## src/hw/rtl/gtc_pkg.sv

```systemverilog
// Shared types, constants and tables for the GPS time to calendar converter.
// Used by every module of the block; has no dependencies of its own.
`timescale 1ns / 1ps
`default_nettype none

package gtc_pkg;

   localparam int WEEK_BITS = 13;
   localparam logic [12:0] WEEK_MASK = 13'((32'd1 << WEEK_BITS) - 1);

   localparam logic [26:0] MS_PER_DAY  = 27'd86400000;
   localparam logic [21:0] MS_PER_HOUR = 22'd3600000;
   localparam logic [15:0] MS_PER_MIN  = 16'd60000;

   // Reciprocals for floor division by the odd part of each divisor.
   localparam logic [7:0]  DAY_RECIP   = 8'd198;
   localparam logic [9:0]  HOUR_RECIP  = 10'd596;
   localparam logic [13:0] MIN_RECIP   = 14'd8947;
   localparam logic [21:0] YEAR_RECIP  = 22'd2939744;
   localparam logic [19:0] MONTH_RECIP = 20'd548273;

   // Julian day of the GPS epoch plus the 1537 day calendar shift.
   localparam logic [21:0] JDN_BASE    = 22'd2445782;
   localparam logic [23:0] YEAR_BIAS   = 24'd489;
   localparam logic [10:0] DAYS_PER_4Y = 11'd1461;
   localparam logic [13:0] MONTH_NUM   = 14'd10000;
   localparam logic [18:0] MONTH_DEN   = 19'd306001;
   localparam logic [12:0] YEAR_EPOCH  = 13'd4715;

   typedef struct packed {
      logic [12:0] gps_week;
      logic [29:0] week_millis;
   } req_type;

   typedef struct packed {
      logic [11:0] year;
      logic [3:0]  month;
      logic [4:0]  day;
      logic [4:0]  hour;
      logic [5:0]  minute;
      logic [15:0] milli_of_minute;
   } rsp_type;

   typedef struct packed {
      logic [21:0] jdn;
      logic [26:0] ms_day;
   } split_type;

   typedef struct packed {
      logic [11:0] year;
      logic [3:0]  month;
      logic [4:0]  day;
   } date_type;

   typedef struct packed {
      logic [4:0]  hour;
      logic [5:0]  minute;
      logic [15:0] milli_of_minute;
   } clock_type;

   // Days from the month origin to the start of month index e: floor(30.6001 * e).
   function automatic logic [8:0] month_start(input logic [3:0] e);
      logic [8:0] days;
      case (e)
         4'd0:    days = 9'd0;
         4'd1:    days = 9'd30;
         4'd2:    days = 9'd61;
         4'd3:    days = 9'd91;
         4'd4:    days = 9'd122;
         4'd5:    days = 9'd153;
         4'd6:    days = 9'd183;
         4'd7:    days = 9'd214;
         4'd8:    days = 9'd244;
         4'd9:    days = 9'd275;
         4'd10:   days = 9'd306;
         4'd11:   days = 9'd336;
         4'd12:   days = 9'd367;
         4'd13:   days = 9'd397;
         4'd14:   days = 9'd428;
         default: days = 9'd459;
      endcase
      return days;
   endfunction

endpackage

`default_nettype wire

```

## src/hw/rtl/gtc_day_split.sv

```systemverilog
// Front two pipeline stages: splits week milliseconds into whole days and
// milliseconds of day, and forms the shifted Julian day number. Uses gtc_pkg.
`timescale 1ns / 1ps
`default_nettype none

module gtc_day_split (
   input  wire logic                clock,
   input  wire logic                reset,
   input  wire logic                in_valid,
   input  wire gtc_pkg::req_type    in_item,
   output logic                     out_valid,
   output gtc_pkg::split_type       out_split
);

   logic [12:0] week_masked;
   logic [27:0] day_prod;
   logic        s1_valid_ff, s1_valid_in;
   logic [29:0] s1_millis_ff, s1_millis_in;
   logic [3:0]  s1_days_ff, s1_days_in;
   logic [21:0] s1_base_ff, s1_base_in;

   logic [30:0] day_sub;
   logic [27:0] day_rem;
   logic        day_carry;
   logic [3:0]  days;
   logic        s2_valid_ff, s2_valid_in;
   gtc_pkg::split_type s2_split_ff, s2_split_in;

   always_comb begin
      week_masked  = in_item.gps_week & gtc_pkg::WEEK_MASK;
      day_prod     = 28'(in_item.week_millis[29:10]) * 28'(gtc_pkg::DAY_RECIP);
      s1_valid_in  = in_valid;
      s1_millis_in = in_item.week_millis;
      s1_days_in   = day_prod[27:24];
      s1_base_in   = 22'(week_masked) * 22'd7 + gtc_pkg::JDN_BASE;
   end

   always_comb begin
      day_sub   = 31'(s1_millis_ff) - 31'(s1_days_ff) * 31'(gtc_pkg::MS_PER_DAY);
      day_rem   = day_sub[27:0];
      day_carry = (day_rem >= 28'(gtc_pkg::MS_PER_DAY));
      days      = s1_days_ff + 4'(day_carry);
      s2_valid_in        = s1_valid_ff;
      s2_split_in.jdn    = s1_base_ff + 22'(days);
      s2_split_in.ms_day = day_carry ? 27'(day_rem - 28'(gtc_pkg::MS_PER_DAY))
                                     : day_rem[26:0];
   end

   always_ff @(posedge clock) begin
      if (reset) begin
         s1_valid_ff <= 1'b0;
         s2_valid_ff <= 1'b0;
      end else begin
         s1_valid_ff <= s1_valid_in;
         s2_valid_ff <= s2_valid_in;
      end
   end

   always_ff @(posedge clock) begin
      s1_millis_ff <= s1_millis_in;
      s1_days_ff   <= s1_days_in;
      s1_base_ff   <= s1_base_in;
      s2_split_ff  <= s2_split_in;
   end

   assign out_valid = s2_valid_ff;
   assign out_split = s2_split_ff;

endmodule

`default_nettype wire

```

## src/hw/rtl/gtc_date.sv

```systemverilog
// Six pipeline stages that turn the shifted Julian day number into year,
// month and day with exact integer arithmetic. Uses gtc_pkg.
`timescale 1ns / 1ps
`default_nettype none

module gtc_date (
   input  wire logic          clock,
   input  wire logic          reset,
   input  wire logic          in_valid,
   input  wire logic [21:0]   in_jdn,
   output logic               out_valid,
   output gtc_pkg::date_type  out_date
);

   logic [23:0] y_val;
   logic [45:0] c_prod;
   logic        s3_valid_ff, s3_valid_in;
   logic [23:0] s3_y_ff, s3_y_in;
   logic [12:0] s3_c_ff, s3_c_in;
   logic [21:0] s3_jdn_ff, s3_jdn_in;

   logic [23:0] c_rem;
   logic        s4_valid_ff, s4_valid_in;
   logic [12:0] s4_c_ff, s4_c_in;
   logic [21:0] s4_jdn_ff, s4_jdn_in;

   logic [23:0] d_prod;
   logic [21:0] g_full;
   logic        s5_valid_ff, s5_valid_in;
   logic [8:0]  s5_g_ff, s5_g_in;
   logic [12:0] s5_c_ff, s5_c_in;

   logic [28:0] e_prod;
   logic        s6_valid_ff, s6_valid_in;
   logic [3:0]  s6_e_ff, s6_e_in;
   logic [8:0]  s6_g_ff, s6_g_in;
   logic [12:0] s6_c_ff, s6_c_in;

   logic [22:0] e_rem;
   logic        s7_valid_ff, s7_valid_in;
   logic [3:0]  s7_e_ff, s7_e_in;
   logic [8:0]  s7_g_ff, s7_g_in;
   logic [12:0] s7_c_ff, s7_c_in;

   logic [8:0]  dom;
   logic [3:0]  mon;
   logic [12:0] yr;
   logic        s8_valid_ff, s8_valid_in;
   gtc_pkg::date_type s8_date_ff, s8_date_in;

   always_comb begin
      y_val       = {in_jdn, 2'b00} - gtc_pkg::YEAR_BIAS;
      c_prod      = 46'(y_val) * 46'(gtc_pkg::YEAR_RECIP);
      s3_valid_in = in_valid;
      s3_y_in     = y_val;
      s3_c_in     = c_prod[44:32];
      s3_jdn_in   = in_jdn;
   end

   always_comb begin
      c_rem       = s3_y_ff - 24'(s3_c_ff) * 24'(gtc_pkg::DAYS_PER_4Y);
      s4_valid_in = s3_valid_ff;
      s4_c_in     = s3_c_ff + 13'(c_rem >= 24'(gtc_pkg::DAYS_PER_4Y));
      s4_jdn_in   = s3_jdn_ff;
   end

   always_comb begin
      d_prod      = 24'(s4_c_ff) * 24'(gtc_pkg::DAYS_PER_4Y);
      g_full      = s4_jdn_ff - d_prod[23:2];
      s5_valid_in = s4_valid_ff;
      s5_g_in     = g_full[8:0];
      s5_c_in     = s4_c_ff;
   end

   always_comb begin
      e_prod      = 29'(s5_g_ff) * 29'(gtc_pkg::MONTH_RECIP);
      s6_valid_in = s5_valid_ff;
      s6_e_in     = e_prod[27:24];
      s6_g_in     = s5_g_ff;
      s6_c_in     = s5_c_ff;
   end

   always_comb begin
      e_rem       = 23'(s6_g_ff) * 23'(gtc_pkg::MONTH_NUM)
                  - 23'(s6_e_ff) * 23'(gtc_pkg::MONTH_DEN);
      s7_valid_in = s6_valid_ff;
      s7_e_in     = s6_e_ff + 4'(e_rem >= 23'(gtc_pkg::MONTH_DEN));
      s7_g_in     = s6_g_ff;
      s7_c_in     = s6_c_ff;
   end

   always_comb begin
      dom = s7_g_ff - gtc_pkg::month_start(s7_e_ff);
      mon = (s7_e_ff >= 4'd14) ? (s7_e_ff - 4'd13) : (s7_e_ff - 4'd1);
      yr  = s7_c_ff - gtc_pkg::YEAR_EPOCH - 13'(mon >= 4'd3);
      s8_valid_in      = s7_valid_ff;
      s8_date_in.year  = yr[11:0];
      s8_date_in.month = mon;
      s8_date_in.day   = dom[4:0];
   end

   always_ff @(posedge clock) begin
      if (reset) begin
         s3_valid_ff <= 1'b0;
         s4_valid_ff <= 1'b0;
         s5_valid_ff <= 1'b0;
         s6_valid_ff <= 1'b0;
         s7_valid_ff <= 1'b0;
         s8_valid_ff <= 1'b0;
      end else begin
         s3_valid_ff <= s3_valid_in;
         s4_valid_ff <= s4_valid_in;
         s5_valid_ff <= s5_valid_in;
         s6_valid_ff <= s6_valid_in;
         s7_valid_ff <= s7_valid_in;
         s8_valid_ff <= s8_valid_in;
      end
   end

   always_ff @(posedge clock) begin
      s3_y_ff    <= s3_y_in;
      s3_c_ff    <= s3_c_in;
      s3_jdn_ff  <= s3_jdn_in;
      s4_c_ff    <= s4_c_in;
      s4_jdn_ff  <= s4_jdn_in;
      s5_g_ff    <= s5_g_in;
      s5_c_ff    <= s5_c_in;
      s6_e_ff    <= s6_e_in;
      s6_g_ff    <= s6_g_in;
      s6_c_ff    <= s6_c_in;
      s7_e_ff    <= s7_e_in;
      s7_g_ff    <= s7_g_in;
      s7_c_ff    <= s7_c_in;
      s8_date_ff <= s8_date_in;
   end

   assign out_valid = s8_valid_ff;
   assign out_date  = s8_date_ff;

endmodule

`default_nettype wire

```

## src/hw/rtl/gtc_clock.sv

```systemverilog
// Six pipeline stages that split milliseconds of day into hour, minute and
// milliseconds of minute, aligned with the date path. Uses gtc_pkg.
`timescale 1ns / 1ps
`default_nettype none

module gtc_clock (
   input  wire logic           clock,
   input  wire logic [26:0]    in_ms_day,
   output gtc_pkg::clock_type  out_time
);

   logic [29:0] h_prod;
   logic [26:0] s3_ms_ff, s3_ms_in;
   logic [4:0]  s3_hr_ff, s3_hr_in;

   logic [26:0] h_sub;
   logic        h_carry;
   logic [4:0]  s4_hr_ff, s4_hr_in;
   logic [21:0] s4_rem_ff, s4_rem_in;

   logic [30:0] m_prod;
   logic [4:0]  s5_hr_ff, s5_hr_in;
   logic [5:0]  s5_mn_ff, s5_mn_in;
   logic [21:0] s5_rem_ff, s5_rem_in;

   logic [21:0] m_sub;
   logic        m_carry;
   gtc_pkg::clock_type s6_time_ff, s6_time_in;
   gtc_pkg::clock_type s7_time_ff;
   gtc_pkg::clock_type s8_time_ff;

   always_comb begin
      h_prod   = 30'(in_ms_day[26:7]) * 30'(gtc_pkg::HOUR_RECIP);
      s3_ms_in = in_ms_day;
      s3_hr_in = h_prod[28:24];
   end

   always_comb begin
      h_sub     = s3_ms_ff - 27'(s3_hr_ff) * 27'(gtc_pkg::MS_PER_HOUR);
      h_carry   = (h_sub >= 27'(gtc_pkg::MS_PER_HOUR));
      s4_hr_in  = s3_hr_ff + 5'(h_carry);
      s4_rem_in = h_carry ? 22'(h_sub - 27'(gtc_pkg::MS_PER_HOUR)) : h_sub[21:0];
   end

   always_comb begin
      m_prod    = 31'(s4_rem_ff[21:5]) * 31'(gtc_pkg::MIN_RECIP);
      s5_hr_in  = s4_hr_ff;
      s5_mn_in  = m_prod[29:24];
      s5_rem_in = s4_rem_ff;
   end

   always_comb begin
      m_sub   = s5_rem_ff - 22'(s5_mn_ff) * 22'(gtc_pkg::MS_PER_MIN);
      m_carry = (m_sub >= 22'(gtc_pkg::MS_PER_MIN));
      s6_time_in.hour            = s5_hr_ff;
      s6_time_in.minute          = s5_mn_ff + 6'(m_carry);
      s6_time_in.milli_of_minute = m_carry ? 16'(m_sub - 22'(gtc_pkg::MS_PER_MIN))
                                           : m_sub[15:0];
   end

   always_ff @(posedge clock) begin
      s3_ms_ff   <= s3_ms_in;
      s3_hr_ff   <= s3_hr_in;
      s4_hr_ff   <= s4_hr_in;
      s4_rem_ff  <= s4_rem_in;
      s5_hr_ff   <= s5_hr_in;
      s5_mn_ff   <= s5_mn_in;
      s5_rem_ff  <= s5_rem_in;
      s6_time_ff <= s6_time_in;
      s7_time_ff <= s6_time_ff;
      s8_time_ff <= s7_time_ff;
   end

   assign out_time = s8_time_ff;

endmodule

`default_nettype wire

```

## src/hw/rtl/gps_time_to_calendar_top.sv

```systemverilog
// Top level of the GPS time to calendar converter.
// Instantiates gtc_day_split, gtc_date and gtc_clock; uses gtc_pkg.
//
// A request transfer happens at a rising edge where start is high and busy is
// low. The request carries the GPS full week number and the milliseconds of
// the week. Busy is always low, so a new request may be presented every cycle.
// Each request produces exactly one response: rsp_valid is high for one cycle
// and rsp_item holds year, month, day, hour, minute and milliseconds of the
// minute for that cycle only. The receiver cannot hold off a response.
// Requests pass the day split stages and then the date stages; throughput is
// one conversion per cycle. The depth is set by the chain of reciprocal
// multiplies and their one-step remainder corrections in the date path, which
// the time-of-day path runs alongside. Responses keep request order.
// A synchronous reset clears every valid bit in the pipeline, so no response
// is issued for requests that were in flight; the data registers are not reset.
`timescale 1ns / 1ps
`default_nettype none

module gps_time_to_calendar_top (
   input  wire logic              clock,
   input  wire logic              reset,
   input  wire logic              start,
   output logic                   busy,
   input  wire gtc_pkg::req_type  req_item,
   output logic                   rsp_valid,
   output gtc_pkg::rsp_type       rsp_item
);

   logic               split_valid;
   gtc_pkg::split_type split;
   logic               date_valid;
   gtc_pkg::date_type  date;
   gtc_pkg::clock_type time_of_day;

   assign busy = 1'b0;

   gtc_day_split u_day_split (
      .clock     (clock),
      .reset     (reset),
      .in_valid  (start & ~busy),
      .in_item   (req_item),
      .out_valid (split_valid),
      .out_split (split)
   );

   gtc_date u_date (
      .clock     (clock),
      .reset     (reset),
      .in_valid  (split_valid),
      .in_jdn    (split.jdn),
      .out_valid (date_valid),
      .out_date  (date)
   );

   gtc_clock u_clock (
      .clock     (clock),
      .in_ms_day (split.ms_day),
      .out_time  (time_of_day)
   );

   always_comb begin
      rsp_valid                = date_valid;
      rsp_item.year            = date.year;
      rsp_item.month           = date.month;
      rsp_item.day             = date.day;
      rsp_item.hour            = time_of_day.hour;
      rsp_item.minute          = time_of_day.minute;
      rsp_item.milli_of_minute = time_of_day.milli_of_minute;
   end

endmodule

`default_nettype wire
```

## config.mk

```make
export PLATFORM = sky130hd
export DESIGN_NAME = gps_time_to_calendar_top
export DESIGN_NICKNAME = d
export VERILOG_FILES = /design/src/hw/rtl/gtc_pkg.sv /design/src/hw/rtl/gtc_day_split.sv /design/src/hw/rtl/gtc_date.sv /design/src/hw/rtl/gtc_clock.sv /design/src/hw/rtl/gps_time_to_calendar_top.sv
export SDC_FILE = /design/constraint.sdc
export NUM_CORES = 2
export LEC_CHECK = 0
export ABC_AREA = 1
export BUFFER_PORTS_ARGS = -buffer_cell sky130_fd_sc_hd__buf_2
export CORE_MARGIN = 4
export CORE_UTILIZATION = 50
export CTS_CLUSTER_SIZE = 30
export DETAILED_ROUTE_END_ITERATION = 6
export GPL_TIMING_DRIVEN = 0
export HOLD_SLACK_MARGIN = 0.1
export PLACE_DENSITY = 0.66
export SLEW_MARGIN = 20
export SYNTH_ARGS = -nofsm -noshare
export SYNTH_HDL_FRONTEND = slang
export SYNTH_SLANG_ARGS = --single-unit
```

## constraint.sdc

```tcl
create_clock -name clock -period 16.09 [get_ports clock]
set_clock_uncertainty 0.2 [all_clocks]
set_input_delay 3.218 -clock clock [delete_from_list [all_inputs] [get_ports clock]]
set_output_delay 3.218 -clock clock [all_outputs]
set_load 0.02 [all_outputs]
```

==> summary.md <==
| Metric | Value |
|---|---|
| Mean routed wirelength per cell | `between 10 and 15 um` |
| Crit-path max FO | `11` |
| Slowest-stage cell, CP | `dfxtp_1` |
| Finish-stage setup viols | `0` |
| Pins Over Slew Limit | `0` |
| CP most frequent cell | `fa_1` |
| Final Hold Fails | `0` |
| Cell Area, Synth | `around 0.048 sq mm` |
| ANT nets after route | `0` |
| R2R setup slack | `between 8 and 9 ns` |
| Compound-cell area share of the yosys netlist | `0.0643` |
| Simple-gate share of the synthesized area | `0.142` |
| Post-synthesis mux area share | `0` |
| Failing checks | `DRC` |
| WHS Path Cells | `0` |
| Initial antenna violation count | `4` |
| Nets@finish | `between 7,000 and 8,000` |
| Bufs on Longest Clock Path | `3` |
| # H-tree levels | `2` |
| Worst slew margin | `0.216` |
| Post-Synth Adder-Cell Area | `0.455` |
| All-Layer GR Usage | `0.207` |
| DRT Pass-1 Iters | `7` |
| Starting Density | `0.503` |
| WS Path Type | `reg2reg` |
| Synth Flop Type | `dfxtp_1` |
| Critical path required time | `between 15 and 20 ns` |
| RR Endpoint | `u_date.s3_c_ff[12]` |
| Share of cells above drive strength 1 | `0.0416` |
| Dpl hpwl | `roughly 86,000 um` |
| Crit path DAT | `8.38 ns` |
| Clk Latency, worst-skew pair | `around 0.64 ns` |
| Critical Path Start | `u_day_split.out_split[27]` |
| Synth Register Bits | `between 400 and 500` |
| Worst hold start | `u_day_split.out_split[5]` |
| Vias | `between 30,000 and 40,000` |
| Mapped Cells | `~5,600` |
| Synth cell types | `56` |
| Final worst path period need | `between 8 and 9 ns` |
| R2R depth | `25` |
| Endpoint type of the worst setup path | `flop` |
| Startpoint types | `flop` |
| Clk sink count | `436` |
| Root buffer cell | `clkbuf_16` |
| Post-synth EDFFs | `0` |
| DRC viols | `3` |
| Diodes inserted | `0` |
| Detailed Route Iter0 Violations | `1,694` |
| Period utilization | `0.503` |
| Vias in the first global route | `~36,000` |
| Asr flop ratio synth | `0` |
| Height of the die | `317 um` |
| Crit-path max cell delay | `between 0.6 and 0.7 ns` |
| WL final | `99,500 um` |
| Largest net degree at the start of global routing | `16` |
| Crit Reg-Reg Startpoint | `u_day_split.out_split[27]` |
| Die X | `317 um` |
| Ports | `between 90 and 100` |
| First-pass GRT wire length | `roughly 170,000 um` |
| Via/cell ratio | `approximately 4.9` |
| Synthesized net count | `roughly 7,100` |
| MaxCap Viol Count | `0` |
| Average cell area after synthesis | `between 8 and 9 sq um` |
| Post-CTS Setup Repair Bufs | `0` |
| Core ar. | `about 0.095 sq mm` |
| Slew @ Worst Pin | `around 1.2 ns` |
| Hold Path Sink | `u_clock.s3_ms_ff[5]` |
| Post-synthesis xor/xnor area fraction | `0.0461` |
| Synthesis Warnings | `0` |
| CTS tree | `yes` |
| Standard-cell rows | `roughly 110` |
| Gpl congestion | `0.913` |
| CTS buffer count | `between 50 and 60` |
| Status | `complete, but fails checks` |
| Synth area leaders | `ha_1 24%, fa_1 21%, dfxtp_1 18%` |
| Post-synth top area share | `0.241` |
| Input/output buffers | `93` |
| RSZ-0062 raised after global routing | `false` |
| Fmax | `approximately 120 MHz` |
| Setup_tns | `0 ns` |
| Area leader, netlist | `ha_1` |
| Hold Path Class | `reg2reg` |
| Total gr overflow | `0` |
| Largest family of logic cells by synthesized area | `adder cells` |
| Area Overhead vs Synth | `8.23%` |
| Seq/Total Area, Yosys | `0.183` |
| Clk pin slew, worst setup/hold paths | `0.06 ns` |
| Die footprint | `between 0.1 and 0.15 sq mm` |
flip-flops by register name, indices dropped and copies added (netlist names), 13 cells and up, named ones only:
signal / count
u_day_split.s1_base_ff: 18
u_date.s3_y_ff: 22
u_clock.s6_time_ff: 27
u_day_split.out_split: 47
u_clock.s7_time_ff: 27
u_clock.s3_ms_ff: 27
u_clock.s4_rem_ff: 22
u_date.s3_c_ff: 13
u_day_split.s1_millis_ff: 28
u_clock.s5_rem_ff: 22
u_clock.out_time: 27
u_date.out_date: 21
per-stage QoR:
stage | hold WS, ns | setup WS [ns] | area, sq um | std cells | util
final | 0.102 | 8.00 | 51700 | 7080 | 0.544
after global routing | 0.106 | 7.43 | 51700 | 7080 | 0.544
after CTS | 0.102 | 8.01 | 51700 | 7080 | 0.544
after detailed placement | 0.112 | 8.06 | 49800 | 6983 | 0.525
after global placement | 0.110 | 8.10 | 49800 | 6983 | 0.525
after floorplan | 0.110 | 9.32 | 47700 | 5625 | -
critical path: cells and delay by family, from the launching register on:
kind            cells  cell delay [ns]
compound gates      5             1.10
xor+xnor            1             0.20
fa+ha+maj           7             3.39
buf+inv             4             0.61
flops               1             0.64
simple gates        8             1.80
logic make-up (layout without fill, tap and decap cells):
logic type                 after synthesis  count (layout)
and+or+nand+nor                       1586            1586
adders and majority gates             1428            1428
buffers and inverters                 1382            1572
AOI/OAI and AO/OA                      544             544
DFF                                    436             436
xor gates and xnor gates               248             248
other                                    1               1
synthesized netlist by cell type, drive strengths merged, types with 4 or more instances:
master   instances
or2             13
a21o            27
o21ai          143
nor2           236
and2             4
a221oi           5
nor3            45
o211ai           8
buf             12
fa             510
a31oi           21
o2111ai          4
inv           1369
dfxtp          436
a21boi          10
a211o            4
o21a             6
xor2           166
nand2          931
nor4            24
o21bai          21
a211oi           6
xnor2           82
ha             918
nand4           61
a21oi          273
o31ai            5
nand3          236
nand3b          32
final cells by class:
cell class | instances | area, sq um
clock buffer | 60 | 1380
clock inverter | 35 | 480
inverter | 1369 | 5140
buffer | 13 | 108
fill | 8805 | 43200
timing repair buffer | 95 | 485
multi-input combinational | 3807 | 33800
sequential | 436 | 8730
tap | 1265 | 1580
layer usage:
layer / track usage / vias to the layer above / part of all wire
met2: 0.370 / 501 / 0.48
met5: 0 / - / 0
met1: 0.265 / 16337 / 0.45
met3: 0.0276 / 148 / 0.038
met4: 0.0500 / 0 / 0.025
li1: - / 17972 / -
placed cells by master (no fill, tap or decap), types with 6 or more instances in the layout:
cell	netlist	routed
or2_2	11	11
nand3b_1	32	32
a21o_1	27	27
o21ai_1	10	10
nand3_1	232	232
a21boi_0	10	10
xnor2_1	82	82
bufinv_16	0	7
a31oi_1	21	21
fa_1	510	510
nand4_1	61	61
inv_6	0	8
o21ai_0	132	132
o21bai_1	21	21
buf_2	2	95
nand2_1	917	917
dfxtp_1	436	436
clkbuf_16	0	51
o21a_1	6	6
a21oi_1	270	270
inv_1	1369	1369
clkbuf_8	0	7
nand2_2	11	11
xor2_1	164	164
a211oi_1	6	6
o211ai_1	8	8
ha_1	918	918
nor4_1	24	24
nor2_1	230	230
clkinvlp_4	0	8
nor3_1	45	45
worst max-delay path by stage:
stage	endpoint	slack, ns
detailed placement	u_date.s3_c_ff[12]	8.06
global route	u_date.s3_c_ff[12]	7.43
global placement	u_date.s3_c_ff[12]	8.10
CTS	u_date.s3_c_ff[12]	8.01
finish	u_date.s3_c_ff[12]	8.00
floorplan	flop	9.32
what timing repair did:
action	4_1_cts	5_1_grt
setup endpoints to repair	0	0
hold endpoints to repair	2	0
hold buffers	2	0
gates resized for setup	0	0
Power is not shown: default switching activity piles up to over one toggle a cycle in this logic, so the estimate is an artifact.
